===== src/hdl/islip_pkg.sv =====
// Shared constants, opcodes and the command word type of the iSLIP scheduler.
// No dependencies; compile this file first.
package islip_pkg;

   // Default sizes, handed to the top level parameters
   localparam int PORTS_DEF       = 4;
   localparam int QUEUE_DEPTH_DEF = 16;

   // Fixed field widths of the request and response words
   localparam int OP_W        = 1;
   localparam int PORT_W      = 2;
   localparam int MATCH_IN_W  = 4;
   localparam int MATCH_OUT_W = 8;
   localparam int BACKLOG_W   = 9;

   // Opcodes of the request word
   localparam logic [OP_W-1:0] OP_ARRIVAL = 1'b0;
   localparam logic [OP_W-1:0] OP_TICK    = 1'b1;

   // Command handed from the input stage to the state logic
   typedef struct packed {
      logic              fire;
      logic              tick;
      logic [PORT_W-1:0] src_port;
      logic [PORT_W-1:0] dst_port;
   } islip_cmd_type;

endpackage


===== src/hdl/islip_if.sv =====
// Valid/ready channel interfaces for the request and response words.
// Depends on islip_pkg for the field widths.
interface islip_req_if import islip_pkg::*; ();
   logic              valid;
   logic              ready;
   logic [OP_W-1:0]   op;
   logic [PORT_W-1:0] src_port;
   logic [PORT_W-1:0] dst_port;

   modport source (output valid, output op, output src_port, output dst_port, input ready);
   modport sink   (input valid, input op, input src_port, input dst_port, output ready);
endinterface

interface islip_rsp_if import islip_pkg::*; ();
   logic                   valid;
   logic                   ready;
   logic [MATCH_IN_W-1:0]  matched_inputs;
   logic [MATCH_OUT_W-1:0] matched_outputs;
   logic [BACKLOG_W-1:0]   backlog;
   logic                   drop_seen;

   modport source (output valid, output matched_inputs, output matched_outputs,
                   output backlog, output drop_seen, input ready);
   modport sink   (input valid, input matched_inputs, input matched_outputs,
                   input backlog, input drop_seen, output ready);
endinterface


===== src/hdl/islip_voq_scheduler.sv =====
// Top level of the iSLIP virtual output queue scheduler.
// Depends on islip_pkg, islip_if, islip_match and islip_voq_bank.
//
// The scheduler takes one request word per clock. An accepted word is held
// in an input register; while it is held the grant and accept arbiters
// run over the queue occupancy in a single combinational pass. The queue
// counters and round-robin pointers update at the end of the cycle in
// which the word leaves the input register, and a tick then loads
// its match into the response register, which presents the tick's
// response to the sink. Arrivals produce no
// response. Throughput is one word per cycle; the input stage stalls only
// when a tick is waiting behind a response that the sink has not yet taken.
// The longest path is the grant arbiter feeding the accept arbiter and then
// the counter and pointer update, which grows with PORTS.
module islip_voq_scheduler import islip_pkg::*; #(
   parameter  int PORTS       = PORTS_DEF,
   parameter  int QUEUE_DEPTH = QUEUE_DEPTH_DEF,
   localparam int NQ          = PORTS * PORTS,
   localparam int PTR_W       = $clog2(PORTS),
   localparam int BL_W        = $clog2(NQ * QUEUE_DEPTH + 1),
   localparam int SHOWN       = (PORTS < MATCH_IN_W) ? PORTS : MATCH_IN_W,
   localparam int EXT_W       = BL_W + BACKLOG_W
) (
   input  logic               clock,
   input  logic               reset,
   islip_req_if.sink          req_ch,
   islip_rsp_if.source        rsp_ch
);

   // Input stage
   logic              s1_valid_ff;
   logic              s1_valid_in;
   logic [OP_W-1:0]   s1_op_ff;
   logic [PORT_W-1:0] s1_src_ff;
   logic [PORT_W-1:0] s1_dst_ff;
   logic              advance;
   logic              req_take;
   islip_cmd_type     cmd;

   // Response stage
   logic                   rsp_valid_ff;
   logic                   rsp_valid_in;
   logic [MATCH_IN_W-1:0]  rsp_min_ff;
   logic [MATCH_OUT_W-1:0] rsp_mout_ff;
   logic [BACKLOG_W-1:0]   rsp_backlog_ff;
   logic                   rsp_drop_ff;

   // Between the parts
   logic [NQ-1:0]          nonempty;
   logic [NQ-1:0]          acc_mat;
   logic [PTR_W-1:0]       acc_idx [PORTS];
   logic [PORTS-1:0]       acc_any;
   logic [BL_W-1:0]        backlog_next;
   logic                   drop_flag;
   logic [MATCH_IN_W-1:0]  match_in;
   logic [MATCH_OUT_W-1:0] match_out;
   logic [PTR_W+1:0]       idx_ext [SHOWN];
   logic [EXT_W-1:0]       backlog_ext;

   // Advance the held word unless a tick must wait for the response register
   assign advance  = s1_valid_ff &&
                     (s1_op_ff == OP_ARRIVAL || !rsp_valid_ff || rsp_ch.ready);
   assign req_take = req_ch.valid && req_ch.ready;
   assign req_ch.ready = !s1_valid_ff || advance;

   always_comb begin
      if (req_take) begin
         s1_valid_in = 1'b1;
      end else if (advance) begin
         s1_valid_in = 1'b0;
      end else begin
         s1_valid_in = s1_valid_ff;
      end
   end

   always_ff @(posedge clock) begin
      if (reset) begin
         s1_valid_ff <= 1'b0;
      end else begin
         s1_valid_ff <= s1_valid_in;
      end
   end

   // Capture the word payload
   always_ff @(posedge clock) begin
      if (req_take) begin
         s1_op_ff  <= req_ch.op;
         s1_src_ff <= req_ch.src_port;
         s1_dst_ff <= req_ch.dst_port;
      end
   end

   assign cmd.fire     = advance;
   assign cmd.tick     = (s1_op_ff == OP_TICK);
   assign cmd.src_port = s1_src_ff;
   assign cmd.dst_port = s1_dst_ff;

   islip_match #(.PORTS(PORTS)) u_match (
      .clock    (clock),
      .reset    (reset),
      .cmd      (cmd),
      .nonempty (nonempty),
      .acc_mat  (acc_mat),
      .acc_idx  (acc_idx),
      .acc_any  (acc_any)
   );

   islip_voq_bank #(.PORTS(PORTS), .QUEUE_DEPTH(QUEUE_DEPTH)) u_bank (
      .clock        (clock),
      .reset        (reset),
      .cmd          (cmd),
      .acc_mat      (acc_mat),
      .nonempty     (nonempty),
      .backlog_next (backlog_next),
      .drop_flag    (drop_flag)
   );

   // Pack the match of the low inputs into the response fields
   always_comb begin
      match_in  = '0;
      match_out = '0;
      for (int i = 0; i < SHOWN; i++) begin
         idx_ext[i]       = (PTR_W+2)'(acc_idx[i]);
         match_in[i]      = acc_any[i];
         match_out[2*i +: 2] = acc_any[i] ? idx_ext[i][1:0] : 2'b00;
      end
   end

   assign backlog_ext = EXT_W'(backlog_next);

   // Load the response on a tick, drop it once taken
   always_comb begin
      if (advance && cmd.tick) begin
         rsp_valid_in = 1'b1;
      end else if (rsp_ch.ready) begin
         rsp_valid_in = 1'b0;
      end else begin
         rsp_valid_in = rsp_valid_ff;
      end
   end

   always_ff @(posedge clock) begin
      if (reset) begin
         rsp_valid_ff <= 1'b0;
      end else begin
         rsp_valid_ff <= rsp_valid_in;
      end
   end

   always_ff @(posedge clock) begin
      if (advance && cmd.tick) begin
         rsp_min_ff     <= match_in;
         rsp_mout_ff    <= match_out;
         rsp_backlog_ff <= backlog_ext[BACKLOG_W-1:0];
         rsp_drop_ff    <= drop_flag;
      end
   end

   assign rsp_ch.valid           = rsp_valid_ff;
   assign rsp_ch.matched_inputs  = rsp_min_ff;
   assign rsp_ch.matched_outputs = rsp_mout_ff;
   assign rsp_ch.backlog         = rsp_backlog_ff;
   assign rsp_ch.drop_seen       = rsp_drop_ff;

   // A new response only follows a tick leaving the input stage
   a_rsp_from_tick: assert property (@(posedge clock) disable iff (reset)
      $rose(rsp_valid_ff) |-> $past(advance && cmd.tick))
      else $error("response raised without a tick");

   // A pair is accepted only for a queue that holds packets
   a_acc_nonempty: assert property (@(posedge clock) disable iff (reset)
      ((acc_mat & ~nonempty) == '0))
      else $error("accepted an empty queue");

   // A stalled word keeps its place and payload
   a_s1_hold: assert property (@(posedge clock) disable iff (reset)
      (s1_valid_ff && !advance) |=> (s1_valid_ff && $stable(s1_op_ff)
                                     && $stable(s1_src_ff) && $stable(s1_dst_ff)))
      else $error("input stage lost a stalled word");

endmodule


===== src/hdl/islip_rr_arb.sv =====
// Round-robin arbiter: picks the first request at or after a pointer.
// Depends on islip_pkg for the default width.
module islip_rr_arb import islip_pkg::*; #(
   parameter  int N = PORTS_DEF,
   localparam int W = $clog2(N)
) (
   input  logic [N-1:0] req,
   input  logic [W-1:0] ptr,
   output logic [N-1:0] gnt,
   output logic [W-1:0] idx
);

   logic [N-1:0] upper_mask;
   logic [N-1:0] masked;
   logic [N-1:0] pick;

   // Prefer requests at or above the pointer, else wrap to the lowest one
   always_comb begin
      for (int k = 0; k < N; k++) begin
         upper_mask[k] = (k >= int'(ptr));
      end
      masked = req & upper_mask;
      pick   = (|masked) ? masked : req;
      gnt    = pick & (~pick + 1'b1);
   end

   // Encode the one-hot grant
   always_comb begin
      idx = '0;
      for (int k = 0; k < N; k++) begin
         if (gnt[k]) begin
            idx = idx | W'(k);
         end
      end
   end

endmodule


===== src/hdl/islip_match.sv =====
// Single-iteration iSLIP matcher: grant and accept arbiters plus their pointers.
// Depends on islip_pkg and islip_rr_arb.
module islip_match import islip_pkg::*; #(
   parameter  int PORTS = PORTS_DEF,
   localparam int PTR_W = $clog2(PORTS)
) (
   input  logic                     clock,
   input  logic                     reset,
   input  islip_cmd_type            cmd,
   input  logic [PORTS*PORTS-1:0]   nonempty,
   output logic [PORTS*PORTS-1:0]   acc_mat,
   output logic [PTR_W-1:0]         acc_idx [PORTS],
   output logic [PORTS-1:0]         acc_any
);

   logic [PTR_W-1:0] gpos_ff [PORTS];
   logic [PTR_W-1:0] gpos_in [PORTS];
   logic [PTR_W-1:0] apos_ff [PORTS];
   logic [PTR_W-1:0] apos_in [PORTS];

   logic [PORTS-1:0] grant_req [PORTS];
   logic [PORTS-1:0] grant_oh  [PORTS];
   logic [PTR_W-1:0] grant_idx [PORTS];
   logic [PORTS-1:0] accept_req [PORTS];
   logic [PORTS-1:0] accept_oh  [PORTS];
   logic [PORTS-1:0] out_taken;
   logic             tick_go;

   function automatic logic [PTR_W-1:0] ptr_next(input logic [PTR_W-1:0] p);
      return (int'(p) == PORTS - 1) ? '0 : p + 1'b1;
   endfunction

   // Route queue occupancy to the output arbiters and grants to the input arbiters
   always_comb begin
      for (int i = 0; i < PORTS; i++) begin
         for (int j = 0; j < PORTS; j++) begin
            grant_req[j][i]  = nonempty[i*PORTS + j];
            accept_req[i][j] = grant_oh[j][i];
         end
      end
   end

   // Grant stage: one arbiter per output
   for (genvar j = 0; j < PORTS; j++) begin : g_grant
      islip_rr_arb #(.N(PORTS)) u_grant (
         .req (grant_req[j]),
         .ptr (gpos_ff[j]),
         .gnt (grant_oh[j]),
         .idx (grant_idx[j])
      );
   end

   // Accept stage: one arbiter per input
   for (genvar i = 0; i < PORTS; i++) begin : g_accept
      islip_rr_arb #(.N(PORTS)) u_accept (
         .req (accept_req[i]),
         .ptr (apos_ff[i]),
         .gnt (accept_oh[i]),
         .idx (acc_idx[i])
      );
   end

   // Flatten the accepted pairs and mark outputs that were taken
   always_comb begin
      out_taken = '0;
      for (int i = 0; i < PORTS; i++) begin
         acc_any[i] = |accept_oh[i];
         for (int j = 0; j < PORTS; j++) begin
            acc_mat[i*PORTS + j] = accept_oh[i][j];
            out_taken[j]         = out_taken[j] | accept_oh[i][j];
         end
      end
   end

   // Advance pointers one past the partner, for accepted pairs only
   assign tick_go = cmd.fire && cmd.tick;

   always_comb begin
      for (int p = 0; p < PORTS; p++) begin
         gpos_in[p] = gpos_ff[p];
         apos_in[p] = apos_ff[p];
         if (tick_go && out_taken[p]) begin
            gpos_in[p] = ptr_next(grant_idx[p]);
         end
         if (tick_go && acc_any[p]) begin
            apos_in[p] = ptr_next(acc_idx[p]);
         end
      end
   end

   always_ff @(posedge clock) begin
      if (reset) begin
         for (int p = 0; p < PORTS; p++) begin
            gpos_ff[p] <= '0;
            apos_ff[p] <= '0;
         end
      end else begin
         for (int p = 0; p < PORTS; p++) begin
            gpos_ff[p] <= gpos_in[p];
            apos_ff[p] <= apos_in[p];
         end
      end
   end

endmodule


===== src/hdl/islip_voq_bank.sv =====
// Virtual output queue occupancy counters, total backlog and sticky drop flag.
// Depends on islip_pkg for the command word type.
module islip_voq_bank import islip_pkg::*; #(
   parameter  int PORTS       = PORTS_DEF,
   parameter  int QUEUE_DEPTH = QUEUE_DEPTH_DEF,
   localparam int NQ          = PORTS * PORTS,
   localparam int CNT_W       = $clog2(QUEUE_DEPTH + 1),
   localparam int BL_W        = $clog2(NQ * QUEUE_DEPTH + 1),
   localparam int MCNT_W      = $clog2(PORTS + 1)
) (
   input  logic            clock,
   input  logic            reset,
   input  islip_cmd_type   cmd,
   input  logic [NQ-1:0]   acc_mat,
   output logic [NQ-1:0]   nonempty,
   output logic [BL_W-1:0] backlog_next,
   output logic            drop_flag
);

   logic [CNT_W-1:0]  count_ff [NQ];
   logic [CNT_W-1:0]  count_in [NQ];
   logic [BL_W-1:0]   backlog_ff;
   logic [BL_W-1:0]   backlog_in;
   logic              drop_ff;
   logic              drop_in;
   logic              arrive;
   logic              tick_go;
   logic              add_ok;
   logic              full_hit;
   logic [MCNT_W-1:0] num_match;

   assign arrive  = cmd.fire && !cmd.tick;
   assign tick_go = cmd.fire && cmd.tick;

   // Bump the addressed queue on arrival, drain accepted queues on a tick
   always_comb begin
      add_ok    = 1'b0;
      full_hit  = 1'b0;
      num_match = '0;
      for (int i = 0; i < PORTS; i++) begin
         for (int j = 0; j < PORTS; j++) begin
            count_in[i*PORTS + j] = count_ff[i*PORTS + j];
            if (arrive && int'(cmd.src_port) == i && int'(cmd.dst_port) == j) begin
               if (count_ff[i*PORTS + j] == CNT_W'(QUEUE_DEPTH)) begin
                  full_hit = 1'b1;
               end else begin
                  count_in[i*PORTS + j] = count_ff[i*PORTS + j] + 1'b1;
                  add_ok                = 1'b1;
               end
            end
            if (tick_go && acc_mat[i*PORTS + j]) begin
               count_in[i*PORTS + j] = count_ff[i*PORTS + j] - 1'b1;
               num_match             = num_match + 1'b1;
            end
         end
      end
   end

   // Track the total backlog and the sticky drop flag
   always_comb begin
      backlog_in = backlog_ff + BL_W'(add_ok) - BL_W'(num_match);
      if (tick_go) begin
         drop_in = 1'b0;
      end else if (full_hit) begin
         drop_in = 1'b1;
      end else begin
         drop_in = drop_ff;
      end
   end

   always_comb begin
      for (int q = 0; q < NQ; q++) begin
         nonempty[q] = (count_ff[q] != '0);
      end
   end

   assign backlog_next = backlog_in;
   assign drop_flag    = drop_ff;

   always_ff @(posedge clock) begin
      if (reset) begin
         for (int q = 0; q < NQ; q++) begin
            count_ff[q] <= '0;
         end
         backlog_ff <= '0;
         drop_ff    <= 1'b0;
      end else begin
         for (int q = 0; q < NQ; q++) begin
            count_ff[q] <= count_in[q];
         end
         backlog_ff <= backlog_in;
         drop_ff    <= drop_in;
      end
   end

endmodule


===== src/flat_wrapper.sv =====
// flat-port wrapper written by rule: the top's interface ports become plain ports
module islip_voq_scheduler_flat import islip_pkg::*;
#(
   parameter  int PORTS       = PORTS_DEF,
   parameter  int QUEUE_DEPTH = QUEUE_DEPTH_DEF,
   localparam int NQ          = PORTS * PORTS,
   localparam int PTR_W       = $clog2(PORTS),
   localparam int BL_W        = $clog2(NQ * QUEUE_DEPTH + 1),
   localparam int SHOWN       = (PORTS < MATCH_IN_W) ? PORTS : MATCH_IN_W,
   localparam int EXT_W       = BL_W + BACKLOG_W
)
  (clock, reset, req_ch_valid, req_ch_op, req_ch_src_port, req_ch_dst_port, req_ch_ready, rsp_ch_valid, rsp_ch_matched_inputs, rsp_ch_matched_outputs, rsp_ch_backlog, rsp_ch_drop_seen, rsp_ch_ready);
  islip_req_if req_ch_i ();
  islip_rsp_if rsp_ch_i ();
  input  logic clock;
  input  logic reset;
  input wire logic [$bits(req_ch_i.valid)-1:0] req_ch_valid;
  input wire logic [$bits(req_ch_i.op)-1:0] req_ch_op;
  input wire logic [$bits(req_ch_i.src_port)-1:0] req_ch_src_port;
  input wire logic [$bits(req_ch_i.dst_port)-1:0] req_ch_dst_port;
  output wire logic [$bits(req_ch_i.ready)-1:0] req_ch_ready;
  output wire logic [$bits(rsp_ch_i.valid)-1:0] rsp_ch_valid;
  output wire logic [$bits(rsp_ch_i.matched_inputs)-1:0] rsp_ch_matched_inputs;
  output wire logic [$bits(rsp_ch_i.matched_outputs)-1:0] rsp_ch_matched_outputs;
  output wire logic [$bits(rsp_ch_i.backlog)-1:0] rsp_ch_backlog;
  output wire logic [$bits(rsp_ch_i.drop_seen)-1:0] rsp_ch_drop_seen;
  input wire logic [$bits(rsp_ch_i.ready)-1:0] rsp_ch_ready;
  assign req_ch_i.valid = req_ch_valid;
  assign req_ch_i.op = req_ch_op;
  assign req_ch_i.src_port = req_ch_src_port;
  assign req_ch_i.dst_port = req_ch_dst_port;
  assign req_ch_ready = req_ch_i.ready;
  assign rsp_ch_valid = rsp_ch_i.valid;
  assign rsp_ch_matched_inputs = rsp_ch_i.matched_inputs;
  assign rsp_ch_matched_outputs = rsp_ch_i.matched_outputs;
  assign rsp_ch_backlog = rsp_ch_i.backlog;
  assign rsp_ch_drop_seen = rsp_ch_i.drop_seen;
  assign rsp_ch_i.ready = rsp_ch_ready;
  islip_voq_scheduler #(.PORTS(PORTS), .QUEUE_DEPTH(QUEUE_DEPTH)) u_core (.clock(clock), .reset(reset), .req_ch(req_ch_i), .rsp_ch(rsp_ch_i));
endmodule

===== config.mk =====
export PLATFORM = sky130hd
export DESIGN_NAME = islip_voq_scheduler_flat
export DESIGN_NICKNAME = d
export VERILOG_FILES = /design/src/hdl/islip_pkg.sv /design/src/hdl/islip_if.sv /design/src/hdl/islip_voq_scheduler.sv /design/src/hdl/islip_rr_arb.sv /design/src/hdl/islip_match.sv /design/src/hdl/islip_voq_bank.sv /design/src/flat_wrapper.sv
export SDC_FILE = /design/constraint.sdc
export NUM_CORES = 1
export LEC_CHECK = 0
export BUFFER_PORTS_ARGS = -buffer_cell sky130_fd_sc_hd__buf_2
export CELL_PAD_IN_SITES_DETAIL_PLACEMENT = 0
export CELL_PAD_IN_SITES_GLOBAL_PLACEMENT = 1
export CORE_AREA = 2 2 146 148
export DETAILED_ROUTE_END_ITERATION = 8
export DIE_AREA = 0 0 148 150
export PLACE_DENSITY = 0.92
export SLEW_MARGIN = 20
export SYNTH_ARGS = -nofsm -noshare
export SYNTH_HDL_FRONTEND = slang
export SYNTH_SLANG_ARGS = --single-unit

===== constraint.sdc =====
create_clock -name clock -period 13 [get_ports clock]
set_input_delay 0.65 -clock clock [delete_from_list [all_inputs] [get_ports clock]]
set_output_delay 0.65 -clock clock [all_outputs]
set_load 0.01 [all_outputs]

==> flow_summary.rst <==
.. list-table::
   :header-rows: 1

   * - Metric
     - Value
   * - Outcome
     - finished clean
   * - Setup violators final
     - 0
   * - Period utilization
     - 89.3%
   * - Number of instances in the synthesized netlist
     - 1182
   * - Maxcap violations
     - 0
   * - Clock slew at reported path FFs
     - 0.06 ns
   * - Total number of vias
     - 8804
   * - Antenna viol nets, final
     - 0
   * - Distinct cell type count after synthesis
     - 93
   * - Mean instance size in the synthesized netlist
     - 8.38 µm²
   * - First-pass GRT wire length
     - 42700 µm
   * - Nets in the synthesized netlist
     - 1268
   * - Most numerous cell in the Yosys netlist
     - nor2_1
   * - Synthesized-area fraction occupied by xor and xnor cells
     - 9.26%
   * - Die Span Y
     - 150 µm
   * - Transition time at the pin with the least slew margin
     - 1.04 ns
   * - Full die area
     - 0.0222 mm²
   * - Share of cells above drive strength 1
     - 9.52%
   * - Crit path largest cell delay
     - 0.65 ns
   * - Post-place instance area
     - 0.0102 mm²
   * - Fraction of synthesized cell area taken by the top area cell type
     - 21.8%
   * - Longest Clk Path Bufs
     - 2
   * - Total track usage
     - 24.3%
   * - Timing-limited maximum frequency
     - 0.0861 GHz
   * - Initial standard-cell utilization of the core
     - 47.9%
   * - Cell at the root of the clock tree
     - clkbuf_16
   * - Yosys Warn Count
     - 0
   * - Unrepaired setup endpoints after global routing
     - no
   * - Multiplexer share of the synthesized area
     - 3.06%
   * - Fraction of the mapped netlist area in adder cells
     - 10.7%
   * - Hold Violations, Final
     - 0
   * - Synthesized-area fraction occupied by ao, oa, aoi and oai cells
     - 21.1%
   * - Worst slew margin relative to its limit
     - 28.8%
   * - Classification of the worst-slack hold path
     - in -> reg
   * - Fin Hold WS
     - 0.391 ns
   * - Number of antenna violations at the first check in global routing
     - 0
   * - FF+latch count, synth
     - 135
   * - Residual DRC
     - 0
   * - Largest family of logic cells by synthesized area
     - compound AO/OA/AOI/OAI gates
   * - Maximum VDD drop
     - 83.1 µV
   * - Count of flip-flops with a built-in enable after synthesis
     - 27
   * - Global placer's final weighted congestion
     - 0.985
   * - Share of flip-flops with an asynchronous set or reset after synthesis
     - 0%
   * - Total core area
     - 0.0207 mm²
   * - Top area cells in the synthesized netlist
     - dfxtp_1, edfxtp_1, ha_1, nor2_1, xnor2_1
   * - Power density normalized to cell area
     - 129 mW/mm²
   * - Initial DRC count
     - 1018
   * - Remaining global-route overflow
     - 0
   * - Cts bufs inserted
     - 17
   * - Via density per instance
     - 5.98
   * - Number of H-tree branching levels
     - 4
   * - Antenna cell count
     - 0
   * - Mean routed wirelength per cell
     - 17.8 µm
   * - Crit Path Class
     - reg -> reg
   * - Commonest cells in the synthesized netlist
     - nor2_1, dfxtp_1, a21oi_1
   * - Clock Skews
     - 0.0128 ns
   * - P&R area growth vs syn
     - 9.41%
   * - CTS tree
     - built
   * - CTS sink cnt
     - 135
   * - Data required, critical path
     - 13.29 ns
   * - Peak fanout along the critical path
     - 8
   * - Via count of the first global-routing pass
     - 8241
   * - HPWL after detailed placement
     - 19600 µm
   * - Number of detailed-route iterations in the first pass
     - 6
   * - Yosys top cell by area
     - dfxtp_1
   * - Post-synthesis instance area
     - 0.00991 mm²
   * - Maximum number of pins on one net before global-route repair
     - 69
   * - Source-to-sink clock delay at the later pin of the worst-skew pair
     - 0.44 ns
   * - Final wirelength
     - 26200 µm
   * - Final slew viol count
     - 0
   * - Endpoint type of the worst setup path
     - flip-flop
   * - Resized Gates After CTS
     - 0
   * - Post-CTS Hold Fix Bufs
     - 0
   * - Post-Route Setup TNS
     - 0 ns
   * - Finished Cell Area
     - 0.0108 mm²
   * - Number of standard-cell rows in the floorplan
     - 53
   * - I/O Pins
     - 33
   * - Die width
     - 148 µm
   * - CP Data Arrival Time
     - 11.89 ns
   * - Final nets
     - 1270
   * - Simple-gate share of the synthesized area
     - 19.9%
   * - Number of setup buffers added after CTS
     - 0
   * - Filler cells
     - 1972
   * - Standby leakage power
     - 0.00469 µW
   * - CP startpoint kind
     - flip-flop
   * - Number of buffer cells added on primary ports
     - 32
   * - Sequential cell area fraction in the yosys report
     - 30.0%
   * - Tmin final
     - 11.61 ns
   * - Top FF cell, synth
     - dfxtp_1
   * - Worst path slowest cell
     - or4_1
[critical path: cells and delay by family (launching register included)]
family	cells	cell delay, ns
xor gates and xnor gates	11	1.75
DFF	1	0.34
AOI/OAI and AO/OA	23	4.09
and+or+nand+nor	10	2.25
adders and majority gates	10	3.03
[registers in the layout, summed over array words and instances (netlist names), 2 cells and up]
signal                         flops
u_core.rsp_ch.matched_outputs      8
u_core.u_bank.count_ff            80
u_core.s1_src_ff                   2
u_core.rsp_ch.matched_inputs       4
u_core.rsp_ch.backlog              9
u_core.u_match.gpos_ff             8
u_core.s1_dst_ff                   2
u_core.u_match.apos_ff             8
u_core.u_bank.backlog_ff           9
[final cells by class]
cell class                      count  area, µm²  area share (%)
Multi-Input combinational cell    905       6360            58.6
Inverter                           87        332            3.06
Timing Repair Buffer               38        208            1.92
Clock buffer                       17        425            3.92
Tap cell                          275        344            3.17
Clock inverter                     15        203            1.87
Sequential cell                   135       2970            27.4
[power breakdown]
part | total [µW] | internal [µW] | switching [µW]
registers | 500 | 476 | 24.5
clock network | 521 | 322 | 200
logic | 380 | 163 | 217
total | 1400 | 960 | 441
[per-stage QoR]
stage          utilization [%]  setup WS, ns  cells  total power (µW)
6_report                  52.4          1.39   1472              1400
5_1_grt                   52.4         0.627   1472              1470
4_1_cts                   52.4          1.46   1472              1400
3_5_place_dp              49.4          1.63   1440               880
3_3_place_gp              49.4          2.01   1440               868
2_1_floorplan                -          2.62   1182               796
[cell families (layout without fill, tap and decap cells)]
family | Yosys count | in the layout
and+or+nand+nor | 395 | 395
AOI/OAI and AO/OA | 305 | 305
buffers and inverters | 142 | 157
DFF | 135 | 135
xor gates and xnor gates | 97 | 97
adders and majority gates | 77 | 77
muxes | 30 | 30
other | 1 | 1
[routing by layer]
metal,GRT usage [%],vias up,share of wire (%)
met5,0,-,0
met3,5.91,71,7.4
met1,31.4,4134,44
li1,-,4269,-
met2,38.7,330,45
met4,10.3,0,3.5
[cells in the final DEF, fill, tap and decap left out, types with 17 or more instances in the layout]
cell type and count:
mux2i_1 28, xnor2_1 64, dfxtp_1 108, nor2_1 156, nand3_1 28, clkbuf_16 17, o21ai_0 35, ha_1 64
nor3_1 17, nor4_1 20, or4_1 18, a211oi_1 17, a21o_1 31, a21oi_1 93, a31oi_1 17, buf_2 31
inv_1 83, nand2_1 70, xor2_1 28, edfxtp_1 27
[final timing paths]
check	from	endpoint	slack [ns]	cells after the start
worst min-delay path	req_ch_dst_port[0]	u_core.s1_dst_ff[0]	0.39	1
worst max register to register	u_core.u_bank.count_ff[1][10]	u_core.u_bank.backlog_ff[8]	1.39	54
worst max-delay path	u_core.u_bank.count_ff[1][10]	u_core.u_bank.backlog_ff[8]	1.39	54
worst min register to register	u_core.u_bank.count_ff[0][22]	u_core.u_bank.count_ff[0][22]	0.53	2
(Power assumes the default switching activity.)
